`src/design/cdd_pkg.sv`:
```
`timescale 1ns / 1ps

package cdd_pkg;

   localparam int PC_W    = 5;
   localparam int ROM_D   = 1 << PC_W;
   localparam int N_W     = 19;   // cnt*10 tops out at 327670

   // reciprocal of 25 for |year| <= 32768: q = (x * RECIP25) >> RECIP_SH
   localparam int RECIP25  = 5243;
   localparam int RECIP_SH = 17;
   localparam int PROD_W   = 29;
   localparam int Q_W      = 11;

   // unit selector codes
   localparam logic [2:0] KIND_DAY    = 3'd0;
   localparam logic [2:0] KIND_WEEK   = 3'd1;
   localparam logic [2:0] KIND_MONTH  = 3'd2;
   localparam logic [2:0] KIND_YEAR   = 3'd3;
   localparam logic [2:0] KIND_DECADE = 3'd4;
   localparam logic [2:0] KIND_CENT   = 3'd5;
   localparam logic [2:0] KIND_MILL   = 3'd6;

   localparam logic [3:0] MON_JAN = 4'd1;
   localparam logic [3:0] MON_FEB = 4'd2;
   localparam logic [3:0] MON_DEC = 4'd12;

   // microprogram entry points
   localparam logic [PC_W-1:0] ST_IDLE     = 5'd0;
   localparam logic [PC_W-1:0] ST_DONE     = 5'd6;
   localparam logic [PC_W-1:0] ST_DAY_LOOP = 5'd7;
   localparam logic [PC_W-1:0] ST_DAY_TAIL = 5'd12;
   localparam logic [PC_W-1:0] ST_MON_LOOP = 5'd13;
   localparam logic [PC_W-1:0] ST_YEAR     = 5'd18;

   typedef enum logic [3:0] {
      OP_NOP,
      OP_LOAD,     // capture request, clamp month, form unit count
      OP_LEAPA,    // |year| * 1/25, registered
      OP_LEAPB,    // leap flag from the quotient
      OP_CLAMP,    // day into 1..len
      OP_SUBPREV,  // n -= day, go to previous month
      OP_SETLEN,   // day = len
      OP_SUBN,     // day -= n
      OP_PREVDEC,  // previous month, n -= 1
      OP_YSUB,     // year -= n
      OP_DONE      // issue result
   } op_type;

   typedef enum logic [2:0] {
      CD_NEXT,
      CD_ALWAYS,
      CD_NOSTART,
      CD_KIND_DW,
      CD_KIND_MON,
      CD_KIND_YR,
      CD_N_LT_D,
      CD_N_ZERO
   } cond_type;

   typedef struct packed {
      op_type          op;
      cond_type        cond;
      logic [PC_W-1:0] target;
   } uword_type;

   typedef struct packed {
      logic kind_dw;
      logic kind_mon;
      logic kind_yr;
      logic n_lt_d;
      logic n_zero;
   } dp_flags_type;

   function automatic logic [4:0] month_len(input logic [3:0] mon, input logic leap);
      logic [4:0] len;
      case (mon)
         4'd2:    len = leap ? 5'd29 : 5'd28;
         4'd4:    len = 5'd30;
         4'd6:    len = 5'd30;
         4'd9:    len = 5'd30;
         4'd11:   len = 5'd30;
         default: len = 5'd31;
      endcase
      return len;
   endfunction

endpackage

```
`src/design/calendar_date_decrementer_core.sv`:
```
`timescale 1ns / 1ps
// Channel  Ports                                     Dir  Transfer
// request  start, busy, req_type .. req_start_year   in   start && !busy
// result   rsp_valid, rsp_new_day/month/year         out  rsp_valid, one cycle
//
// One request at a time; a microprogram walks it through the datapath, and every
//   leap decision costs two steps (reciprocal multiply, then compare).
// Year units subtract once and month units step back month by month, each with a
//   leap check; day/week walk month boundaries; busy drops with the strobe.
// Reset (synchronous) parks the step counter at idle and drops the strobe.
// The receiver cannot stall; each result is shown for exactly one cycle.

module calendar_date_decrementer_core (
   input  logic               clock,
   input  logic               reset,
   input  logic               start,
   output logic               busy,
   input  logic [2:0]         req_type,
   input  logic [14:0]        req_step_count,
   input  logic [4:0]         req_start_day,
   input  logic [3:0]         req_start_month,
   input  logic signed [15:0] req_start_year,
   output logic               rsp_valid,
   output logic [4:0]         rsp_new_day,
   output logic [3:0]         rsp_new_month,
   output logic signed [15:0] rsp_new_year
);

   // step counter of the microprogram
   logic [cdd_pkg::PC_W-1:0] pc_ff, pc_in;
   cdd_pkg::uword_type       word;
   cdd_pkg::op_type          dp_op;
   cdd_pkg::dp_flags_type    flags;
   logic                     accept;
   logic                     take;

   logic [4:0]               day;
   logic [3:0]               month;
   logic signed [15:0]       year;

   logic                     valid_ff, valid_in;
   logic [4:0]               rday_ff, rday_in;
   logic [3:0]               rmon_ff, rmon_in;
   logic signed [15:0]       ryear_ff, ryear_in;

   cdd_urom u_rom (
      .pc   (pc_ff),
      .word (word)
   );

   assign busy   = (pc_ff != cdd_pkg::ST_IDLE);
   assign accept = start && !busy;
   // the idle step only loads on an actual transfer
   assign dp_op  = (word.op == cdd_pkg::OP_LOAD && !accept) ? cdd_pkg::OP_NOP : word.op;

   cdd_datapath u_dp (
      .clock           (clock),
      .op              (dp_op),
      .req_type        (req_type),
      .req_step_count  (req_step_count),
      .req_start_day   (req_start_day),
      .req_start_month (req_start_month),
      .req_start_year  (req_start_year),
      .flags           (flags),
      .day             (day),
      .month           (month),
      .year            (year)
   );

   // sequencer: conditional jump or fall through
   always_comb begin
      case (word.cond)
         cdd_pkg::CD_NEXT:     take = 1'b0;
         cdd_pkg::CD_ALWAYS:   take = 1'b1;
         cdd_pkg::CD_NOSTART:  take = !start;
         cdd_pkg::CD_KIND_DW:  take = flags.kind_dw;
         cdd_pkg::CD_KIND_MON: take = flags.kind_mon;
         cdd_pkg::CD_KIND_YR:  take = flags.kind_yr;
         cdd_pkg::CD_N_LT_D:   take = flags.n_lt_d;
         cdd_pkg::CD_N_ZERO:   take = flags.n_zero;
         default:              take = 1'b1;
      endcase
      pc_in = take ? word.target : pc_ff + cdd_pkg::PC_W'(1);
   end

   // result register: captured on the done step, strobed the cycle after
   always_comb begin
      valid_in = (word.op == cdd_pkg::OP_DONE);
      rday_in  = valid_in ? day : rday_ff;
      rmon_in  = valid_in ? month : rmon_ff;
      ryear_in = valid_in ? year : ryear_ff;
   end

   always_ff @(posedge clock) begin
      if (reset) begin
         pc_ff    <= cdd_pkg::ST_IDLE;
         valid_ff <= 1'b0;
      end else begin
         pc_ff    <= pc_in;
         valid_ff <= valid_in;
      end
   end

   always_ff @(posedge clock) begin
      rday_ff  <= rday_in;
      rmon_ff  <= rmon_in;
      ryear_ff <= ryear_in;
   end

   assign rsp_valid     = valid_ff;
   assign rsp_new_day   = rday_ff;
   assign rsp_new_month = rmon_ff;
   assign rsp_new_year  = ryear_ff;

`ifndef SYNTH
   a_strobe_pulse: assert property (@(posedge clock) disable iff (reset)
      rsp_valid |=> !rsp_valid)
      else $error("result strobe held longer than one cycle");

   a_accept_busy: assert property (@(posedge clock) disable iff (reset)
      (start && !busy) |=> busy)
      else $error("transfer did not start the microprogram");

   a_result_idle: assert property (@(posedge clock) disable iff (reset)
      rsp_valid |-> !busy)
      else $error("result issued while still busy");

   a_result_range: assert property (@(posedge clock) disable iff (reset)
      rsp_valid |-> (rsp_new_day != 5'd0) && (rsp_new_month != 4'd0)
                    && (rsp_new_month <= cdd_pkg::MON_DEC))
      else $error("result date out of range");
`endif

endmodule

```
`src/design/cdd_urom.sv`:
```
`timescale 1ns / 1ps

module cdd_urom (
   input  logic [cdd_pkg::PC_W-1:0] pc,
   output cdd_pkg::uword_type       word
);

   always_comb begin
      case (pc)
         // accept and normalize
         5'd0:  word = '{cdd_pkg::OP_LOAD,    cdd_pkg::CD_NOSTART,  cdd_pkg::ST_IDLE};
         5'd1:  word = '{cdd_pkg::OP_LEAPA,   cdd_pkg::CD_NEXT,     cdd_pkg::ST_IDLE};
         5'd2:  word = '{cdd_pkg::OP_LEAPB,   cdd_pkg::CD_NEXT,     cdd_pkg::ST_IDLE};
         5'd3:  word = '{cdd_pkg::OP_CLAMP,   cdd_pkg::CD_KIND_YR,  cdd_pkg::ST_YEAR};
         5'd4:  word = '{cdd_pkg::OP_NOP,     cdd_pkg::CD_KIND_DW,  cdd_pkg::ST_DAY_LOOP};
         5'd5:  word = '{cdd_pkg::OP_NOP,     cdd_pkg::CD_KIND_MON, cdd_pkg::ST_MON_LOOP};
         5'd6:  word = '{cdd_pkg::OP_DONE,    cdd_pkg::CD_ALWAYS,   cdd_pkg::ST_IDLE};
         // day / week: whole months at a time
         5'd7:  word = '{cdd_pkg::OP_NOP,     cdd_pkg::CD_N_LT_D,   cdd_pkg::ST_DAY_TAIL};
         5'd8:  word = '{cdd_pkg::OP_SUBPREV, cdd_pkg::CD_NEXT,     cdd_pkg::ST_IDLE};
         5'd9:  word = '{cdd_pkg::OP_LEAPA,   cdd_pkg::CD_NEXT,     cdd_pkg::ST_IDLE};
         5'd10: word = '{cdd_pkg::OP_LEAPB,   cdd_pkg::CD_NEXT,     cdd_pkg::ST_IDLE};
         5'd11: word = '{cdd_pkg::OP_SETLEN,  cdd_pkg::CD_ALWAYS,   cdd_pkg::ST_DAY_LOOP};
         5'd12: word = '{cdd_pkg::OP_SUBN,    cdd_pkg::CD_ALWAYS,   cdd_pkg::ST_DONE};
         // month
         5'd13: word = '{cdd_pkg::OP_NOP,     cdd_pkg::CD_N_ZERO,   cdd_pkg::ST_DONE};
         5'd14: word = '{cdd_pkg::OP_PREVDEC, cdd_pkg::CD_NEXT,     cdd_pkg::ST_IDLE};
         5'd15: word = '{cdd_pkg::OP_LEAPA,   cdd_pkg::CD_NEXT,     cdd_pkg::ST_IDLE};
         5'd16: word = '{cdd_pkg::OP_LEAPB,   cdd_pkg::CD_NEXT,     cdd_pkg::ST_IDLE};
         5'd17: word = '{cdd_pkg::OP_CLAMP,   cdd_pkg::CD_ALWAYS,   cdd_pkg::ST_MON_LOOP};
         // year based
         5'd18: word = '{cdd_pkg::OP_YSUB,    cdd_pkg::CD_NEXT,     cdd_pkg::ST_IDLE};
         5'd19: word = '{cdd_pkg::OP_LEAPA,   cdd_pkg::CD_NEXT,     cdd_pkg::ST_IDLE};
         5'd20: word = '{cdd_pkg::OP_LEAPB,   cdd_pkg::CD_NEXT,     cdd_pkg::ST_IDLE};
         5'd21: word = '{cdd_pkg::OP_CLAMP,   cdd_pkg::CD_ALWAYS,   cdd_pkg::ST_DONE};
         default: word = '{cdd_pkg::OP_NOP,   cdd_pkg::CD_ALWAYS,   cdd_pkg::ST_IDLE};
      endcase
   end

endmodule

```
`src/design/cdd_datapath.sv`:
```
`timescale 1ns / 1ps

module cdd_datapath (
   input  logic                  clock,
   input  cdd_pkg::op_type       op,
   input  logic [2:0]            req_type,
   input  logic [14:0]           req_step_count,
   input  logic [4:0]            req_start_day,
   input  logic [3:0]            req_start_month,
   input  logic signed [15:0]    req_start_year,
   output cdd_pkg::dp_flags_type flags,
   output logic [4:0]            day,
   output logic [3:0]            month,
   output logic signed [15:0]    year
);

   logic [2:0]                kind_ff, kind_in;
   logic [cdd_pkg::N_W-1:0]   n_ff, n_in;
   logic [4:0]                day_ff, day_in;
   logic [3:0]                mon_ff, mon_in;
   logic [15:0]               year_ff, year_in;
   logic [cdd_pkg::Q_W-1:0]   q_ff, q_in;
   logic                      leap_ff, leap_in;

   logic [15:0]               abs_year;
   logic [cdd_pkg::PROD_W-1:0] prod;
   logic [15:0]               q25;
   logic                      div25;
   logic [4:0]                len;
   logic [4:0]                day_lo;
   logic [3:0]                prev_mon;
   logic [15:0]               prev_year;
   logic [cdd_pkg::N_W-1:0]   cnt_x;
   logic [cdd_pkg::N_W-1:0]   load_n;
   logic [3:0]                load_mon;

   assign abs_year = year_ff[15] ? (~year_ff + 16'd1) : year_ff;
   assign prod     = cdd_pkg::PROD_W'(abs_year) * cdd_pkg::PROD_W'(cdd_pkg::RECIP25);
   assign q25      = 16'(q_ff) * 16'd25;
   assign div25    = (q25 == abs_year);
   assign len      = cdd_pkg::month_len(mon_ff, leap_ff);
   assign day_lo   = (day_ff == 5'd0) ? 5'd1 : day_ff;
   assign prev_mon  = (mon_ff == cdd_pkg::MON_JAN) ? cdd_pkg::MON_DEC : mon_ff - 4'd1;
   assign prev_year = (mon_ff == cdd_pkg::MON_JAN) ? year_ff - 16'd1 : year_ff;
   assign cnt_x     = cdd_pkg::N_W'(req_step_count);

   always_comb begin
      case (req_type)
         cdd_pkg::KIND_DAY:    load_n = cnt_x;
         cdd_pkg::KIND_WEEK:   load_n = (cnt_x << 3) - cnt_x;
         cdd_pkg::KIND_MONTH:  load_n = cnt_x;
         cdd_pkg::KIND_YEAR:   load_n = cnt_x;
         cdd_pkg::KIND_DECADE: load_n = (cnt_x << 3) + (cnt_x << 1);
         cdd_pkg::KIND_CENT:   load_n = cdd_pkg::N_W'(100);
         cdd_pkg::KIND_MILL:   load_n = cdd_pkg::N_W'(1000);
         default:              load_n = '0;
      endcase
      if (req_start_month == 4'd0)
         load_mon = cdd_pkg::MON_JAN;
      else if (req_start_month > cdd_pkg::MON_DEC)
         load_mon = cdd_pkg::MON_DEC;
      else
         load_mon = req_start_month;
   end

   always_comb begin
      kind_in = kind_ff;
      n_in    = n_ff;
      day_in  = day_ff;
      mon_in  = mon_ff;
      year_in = year_ff;
      q_in    = q_ff;
      leap_in = leap_ff;
      case (op)
         cdd_pkg::OP_LOAD: begin
            kind_in = req_type;
            n_in    = load_n;
            day_in  = req_start_day;
            mon_in  = load_mon;
            year_in = req_start_year;
         end
         cdd_pkg::OP_LEAPA: q_in = prod[cdd_pkg::RECIP_SH +: cdd_pkg::Q_W];
         cdd_pkg::OP_LEAPB:
            leap_in = (year_ff[1:0] == 2'd0) && (!div25 || (year_ff[3:0] == 4'd0));
         cdd_pkg::OP_CLAMP: day_in = (day_lo > len) ? len : day_lo;
         cdd_pkg::OP_SUBPREV: begin
            n_in    = n_ff - cdd_pkg::N_W'(day_ff);
            mon_in  = prev_mon;
            year_in = prev_year;
         end
         cdd_pkg::OP_SETLEN: day_in = len;
         cdd_pkg::OP_SUBN:   day_in = day_ff - n_ff[4:0];
         cdd_pkg::OP_PREVDEC: begin
            n_in    = n_ff - cdd_pkg::N_W'(1);
            mon_in  = prev_mon;
            year_in = prev_year;
         end
         cdd_pkg::OP_YSUB: year_in = year_ff - n_ff[15:0];
         default: ;
      endcase
   end

   always_ff @(posedge clock) begin
      kind_ff <= kind_in;
      n_ff    <= n_in;
      day_ff  <= day_in;
      mon_ff  <= mon_in;
      year_ff <= year_in;
      q_ff    <= q_in;
      leap_ff <= leap_in;
   end

   assign flags.kind_dw  = (kind_ff == cdd_pkg::KIND_DAY) || (kind_ff == cdd_pkg::KIND_WEEK);
   assign flags.kind_mon = (kind_ff == cdd_pkg::KIND_MONTH);
   assign flags.kind_yr  = (kind_ff >= cdd_pkg::KIND_YEAR) && (kind_ff <= cdd_pkg::KIND_MILL);
   assign flags.n_lt_d   = (n_ff < cdd_pkg::N_W'(day_ff));
   assign flags.n_zero   = (n_ff == '0);

   assign day   = day_ff;
   assign month = mon_ff;
   assign year  = signed'(year_ff);

endmodule
```
`config.mk`:
```
export PLATFORM = sky130hd
export DESIGN_NAME = calendar_date_decrementer_core
export DESIGN_NICKNAME = d
export VERILOG_FILES = /design/src/design/cdd_pkg.sv /design/src/design/calendar_date_decrementer_core.sv /design/src/design/cdd_urom.sv /design/src/design/cdd_datapath.sv
export SDC_FILE = /design/constraint.sdc
export NUM_CORES = 1
export LEC_CHECK = 0
export BUFFER_PORTS_ARGS = -buffer_cell sky130_fd_sc_hd__buf_2
export CAP_MARGIN = 5
export CORE_MARGIN = 2
export CORE_UTILIZATION = 56
export DETAILED_ROUTE_END_ITERATION = 12
export PLACE_DENSITY = 0.76
export SETUP_SLACK_MARGIN = 0.4
export SYNTH_ARGS = -nofsm -noshare
export SYNTH_HDL_FRONTEND = slang
export SYNTH_HIERARCHICAL = 1
export SYNTH_SLANG_ARGS = --single-unit
```
`constraint.sdc`:
```
create_clock -name clock -period 8.7 [get_ports clock]
set_input_delay 0.435 -clock clock [delete_from_list [all_inputs] [get_ports clock]]
set_output_delay 0.435 -clock clock [all_outputs]
set_load 0.02 [all_outputs]
```
* Word-level counts from Yosys, hierarchy flattened
Memory sizes are Yosys's and may differ from the RTL's. A register that Yosys moved wholly into a read port is not among the register bits.
Cells that the tools add are included.
** Storage, ports and cells
- Memories kept :: 1
- Bits of input ports :: 46
- Bits in read-only memories :: 384
- Output and inout bits :: 27
- Bits in registers :: 90
** Memory list
- (name not given) :: depth 32, bits a word 12, rd ports 1, clocked after Yosys merged registers in 1, wr ports 0, RTL line cdd_urom.sv:9 : case (pc)
** Cells by class
- Muxes and demuxes :: 18
- Bitwise gates (word level) :: 1
- Reductions and logical operators :: 27
- Eq/ne operators :: 34
- Multiply operators :: 2
- Add/subtract/negate cells :: 10
- Magnitude comparators :: 5
** Operator list (count)
- 19-bit case mux with 5 select lines :: 1
- 19-bit case mux with 3 select lines :: 1
- 16-bit case mux with 3 select lines :: 1
- 16-bit two-way mux :: 2
- 16-bit by 13-bit multiplier with 28-bit output (second input constant) :: 1
- 4-bit by 3-bit equality test with 1-bit output (second input constant) :: 6
- 3-bit equality test (second input constant) :: 7
- 4-bit equality test (second input constant) :: 5
- 5-bit two-way mux :: 4
- 5-bit case mux with 4 select lines :: 1
- 18-bit by 16-bit adder with 19-bit output :: 1
- 19-bit logical NOT :: 1
- 19-bit by 5-bit less-than comparator with 1-bit output :: 1
- 18-bit by 15-bit subtractor with 19-bit output :: 1
- 19-bit by 1-bit subtractor with 19-bit output (second input constant) :: 1
- 19-bit by 5-bit subtractor with 19-bit output :: 1
- 16-bit by 1-bit adder with 16-bit output (second input constant) :: 1
- 16-bit equality test :: 1
- 11-bit by 5-bit multiplier with 16-bit output (second input constant) :: 1
- 4-bit two-way mux :: 4
- 16-bit NOT :: 1
- 16-bit by 1-bit subtractor with 16-bit output (second input constant) :: 1
- 16-bit subtractor :: 1
- 3-bit by 2-bit equality test with 1-bit output (second input constant) :: 5
- 30 further kinds :: 47

* Logic depth before layout (Yosys ltp)
- Depth in word-level cells :: 10
- Gate-level depth with buffers :: 26
- Gate-level depth less buffers :: 26

* Hierarchy
The synthesis kept the hierarchy.
** By module, submodules not included
- cdd_datapath :: cells each 1285, sequential area each 1771.7 µm², instances 1, area an instance 11198.2 µm²
- calendar_date_decrementer_core :: cells each 74, sequential area each 870.8 µm², instances 1, area an instance 1183.6 µm²
- cdd_urom :: cells each 66, sequential area each 0.0 µm², instances 1, area an instance 493.0 µm²

* Worst setup path after synthesis
No wires, ideal clock.
- Path type :: register -> register
- Start :: register u_dp.year_ff[0] (netlist: u_dp/year[0])
- End :: register u_dp/q_ff[4] (netlist name), data pin
- Path slack :: 2.091 ns
- Stages on the path, launching flop included :: 23
- Library setup time :: 0.258 ns
- Data required time :: 8.442 ns
- Period minus slack after synthesis :: 6.609 ns
- Arrival :: 6.351 ns
- Buffers on the path :: 0
- Path through :: edfxtp_1 inv_1 ha_1 nor3b_1 nand3b_1 o41ai_1 xor2_2 xor2_1 fa_1 fa_1 inv_1 fa_1 inv_1 fa_1 ha_1 a21o_1 a21o_1 a221oi_1 o21bai_1 a2111oi_0 o31ai_1 a21oi_1 xnor2_1
** Between the ends
- Cells in the longest elaborated chain, start to end :: 4
** Ends and longest elaborated chain
- from (decl) :: RTL line cdd_datapath.sv:21 : logic [15:0] year_ff, year_in;
- from (signal assigned) :: RTL line cdd_datapath.sv:108 : year_ff <= year_in;
- 16-bit NOT :: RTL line cdd_datapath.sv:37 : assign abs_year = year_ff[15] ? (~year_ff + 16'd1) : year_ff;
- 16-bit by 1-bit adder with 16-bit output :: RTL line cdd_datapath.sv:37
- 16-bit two-way mux (*) :: RTL line cdd_datapath.sv:37
- 16-bit by 13-bit multiplier with 28-bit output (*) :: RTL line cdd_datapath.sv:38 : assign prod = cdd_pkg::PROD_W'(abs_year) * cdd_pkg::PROD_W'(cdd_pkg::RECIP25);
- via u_dp.prod, one bit :: RTL line cdd_datapath.sv:26 : logic [cdd_pkg::PROD_W-1:0] prod;
- to (signal assigned) :: RTL line cdd_datapath.sv:109 : q_ff <= q_in;
- to (decl) :: RTL line cdd_datapath.sv:22 : logic [cdd_pkg::Q_W-1:0] q_ff, q_in;
The timed path passes the listed nets; every way through them passes the cells marked *.
A chain may end at the register's enable or synchronous reset.

* Final worst setup path
Same ends and word-level chain as after synthesis.

==> impl_metrics.ini <==
[route]
drcViolationCount = 0
drt_iter0_markers = 932
wl_mm = 31.30
ant_nets = 0
routed_via_density = 5.854
vias = 10374
first_pass_iters = 6
wl_per_cell_um = 17.66

[worst_setup_path]
crit_arrival_ns = 7.76
crit_type = reg2reg
worstPathMaxFanout = 9
cp-start-kind = flop
worst-r2r-setup-slack_ns = 1.05
r2r_end = u_dp/q_ff[4]$_DFFE_PN_
timing.critical_path.mode_cell = fa_1
endpoint_kind = flop
path_cells = inv_1 -> ha_1 -> nor3b_1 -> nand3b_1 -> o41ai_1 -> xor2_2 -> xor2_1 -> fa_1 -> fa_1 -> inv_1 -> fa_1 -> inv_1 -> fa_1 -> ha_1 -> a21o_1 -> a21o_1 -> a221oi_1 -> o21bai_1 -> a2111oi_0 -> o31ai_1 -> a21oi_1 -> xnor2_1
reg2reg_depth = 22
cp.required_ns = 8.81
max_stage_delay_ns = 0.63
slowest_stage = edfxtp_1
regToRegStartpoint = u_dp/year[0]$_DFFE_PP_

[timing]
tns_ns = 0
fmax_mhz = 130.7
layout_min_cycle_time_ns = 7.653
hold_viol_final = 0
fin_worst_skew_ns = 0.01404
worst_pin_slew_ns = 1.074
finalCritPeriodShare_pct = 87.96
max_slew_margin_pct = 28.34
setup_viol = 0
maxSlewViolCount = 0
grt_setup_unrepaired = no

[yosys]
yosys_warnings = 6
synthTopCellsByArea = ha_1 20%, edfxtp_1 20%, fa_1 12%, inv_1 6.7%, xnor2_1 4.1%
synth_cell_types = 87
avgSynthCellArea_um2 = 9.035
async_flop_share_pct = 0
ys_seq_area_share_pct = 20.52
synth_area_mm2 = 0.01287
synth-main-ff-cell = edfxtp_1
syn-num-nets = 1757
yosysTopAreaCell = ha_1
syn_inst = 1425
synth_edf_count = 84
ys_seq_elements = 90
yosys.area.top_type_share_pct = 20.12

[job]
cap_violations = 0

[global_route]
gr-total-overflow = 0
globalRouteTotalUtil_pct = 26.47
grt_pass1_vias = 10309
antenna_found_initial = 2
grt_max_degree = 31
grt_pass1_wl_mm = 51.15

[die]
io_pins = 73
die_w_um = 155.6
core_area_mm2 = 0.02257
start_util_pct = 57.04
die_h_um = 155.6
rows = 55
die_area_mm2 = 0.02422

[final_layout]
drive_gt1_share_pct = 9.146
synthToLayoutAreaGrowth_pct = 7.094
n_fill_cell = 1921
diodes = 0
fin_nets = 1814

[worst_hold_path]
min_to = rsp_valid$_SDFF_PP0_
min_path_cells = 2
min_from = reset
hold_class = in2reg

[clock_network]
clock-sinks = 90
cts_max_level = 3
cts_resized = 0
cts.clk_slew.worst_paths_ns = 0.08
cts_tree = done
cts_root_buffer = clkbuf_16
cts_buffers = 9
ctsHoldBuffers = 0
postCtsSetupRepairBufs = 0
clk_latency_ns = 0.36
clockBufferDepth = 2

[placement]
routabilityCongestion = 0.9793
io_buffers = 72
dp_hpwl_mm = 25.59

[status]
status = finished, final reports clean
registers in the layout, indices dropped and copies added (netlist names):
signal	flops
pc_ff	5
rsp_new_day	5
rsp_new_month	4
rsp_new_year	16
rsp_valid	1
u_dp/day	5
u_dp/kind_ff	3
u_dp/leap_ff	1
u_dp/month	4
u_dp/n_ff	19
u_dp/q_ff	11
u_dp/year	16
worst max-delay path, delay by kind of cell, from the launching register on:
kind	cells	cell delay [ns]
DFF	1	0.63
buffers and inverters	3	0.34
AOI/OAI and AO/OA	8	2.42
xor gates and xnor gates	3	0.86
adders and majority gates	6	2.51
and+or+nand+nor	2	0.64
layout by cell type (no fill, tap or decap), types with 20 or more instances in the layout:
cell type	instances
ha_1	207
edfxtp_1	84
a21oi_1	67
nor3_1	30
xnor2_1	61
fa_1	79
xor2_1	38
o21a_1	20
inv_1	230
nor2_1	92
buf_2	72
nand2_1	90
nor2b_1	25
o21ai_0	69
synthesized netlist by cell type (4+ instances only):
cell type and instances:
a2111oi_0 8, a211oi_1 10, a21boi_0 4, a21o_1 18, a21oi_1 67, a221o_1 5, a221oi_1 5, a222oi_1 4
a22oi_1 9, a2bb2oi_1 4, a31oi_1 6, and2_1 5, clkbuf_1 28, dfxtp_1 6, edfxtp_1 84, fa_1 79
ha_1 207, inv_1 230, mux2i_1 8, nand2_1 90, nand2b_1 18, nand3_1 17, nand4_1 8, nor2_1 93
nor2b_1 25, nor3_1 30, nor3b_1 5, nor4_1 5, o211ai_1 7, o21a_1 20, o21ai_0 70, o21ai_1 6
o21bai_1 11, o221ai_1 10, o22ai_1 14, o31ai_1 12, or2_2 7, or3_1 10, xnor2_1 61, xor2_1 38
xor2_2 5
worst max-delay path by stage:
| stage | start | to | slack, ns | cells past startpoint |
|---|---|---|---|---|
| floorplan | u_dp/year[0]$_DFFE_PP_ | u_dp/q_ff[4]$_DFFE_PN_ | 2.09 | 22 |
| global placement | u_dp/year[0]$_DFFE_PP_ | u_dp/q_ff[4]$_DFFE_PN_ | 1.40 | 22 |
| detailed placement | u_dp/year[0]$_DFFE_PP_ | u_dp/q_ff[4]$_DFFE_PN_ | 1.07 | 22 |
| CTS | u_dp/year[0]$_DFFE_PP_ | u_dp/q_ff[4]$_DFFE_PN_ | 1.03 | 22 |
| global route | u_dp/year[0]$_DFFE_PP_ | u_dp/q_ff[4]$_DFFE_PN_ | 0.45 | 22 |
| finish | u_dp/year[0]$_DFFE_PP_ | u_dp/q_ff[4]$_DFFE_PN_ | 1.05 | 22 |
cell families (layout without fill, tap and decap cells):
family,count (synthesis),in the layout,synth area share (%)
AO/OA/AOI/OAI,326,326,17.11
AND/OR/NAND/NOR,340,340,13.16
multiplexers,11,11,0.9135
buffers and inverters,266,328,8.095
flip-flops,90,90,20.52
XOR/XNOR,106,106,7.794
adder cells (fa/ha/maj),286,286,32.40
layer usage:
| metal | vias to the layer above | share of wire, % | wire [µm] | track usage [%] |
|---|---|---|---|---|
| li1 | 5085 | - | - | - |
| met1 | 4962 | 42 | 13100 | 32.85 |
| met2 | 278 | 51 | 16000 | 47.96 |
| met3 | 45 | 4.8 | 1508 | 3.806 |
| met4 | 4 | 2.1 | 656 | 7.514 |
| met5 | - | 0.080 | 25 | 0 |
layout make-up:
cell class	instances	area [µm²]	area share, %
tap	285	356.6	2.586
clock buffer	9	225.2	1.633
timing repair buffer	81	427.9	3.103
multi-input combinational	1069	9218	66.85
clock inverter	7	51.30	0.3721
sequential	90	2643	19.17
inverter	231	867.1	6.289
per-stage QoR:
step	instance area [µm²]	setup slack, ns	hold WS, ns	cells	utilization (%)
2_1_floorplan	12870	2.091	0.4755	1425	-
3_3_place_gp	13510	1.402	0.5079	1756	59.86
3_5_place_dp	13510	1.065	0.5186	1756	59.86
4_1_cts	13790	1.027	0.3421	1772	61.09
5_1_grt	13790	0.4453	0.3625	1772	61.09
6_report	13790	1.047	0.3488	1772	61.09
Power is left out: the tool's default activity adds up to more than one toggle a clock period on the data nets, which glitch-free logic cannot reach.
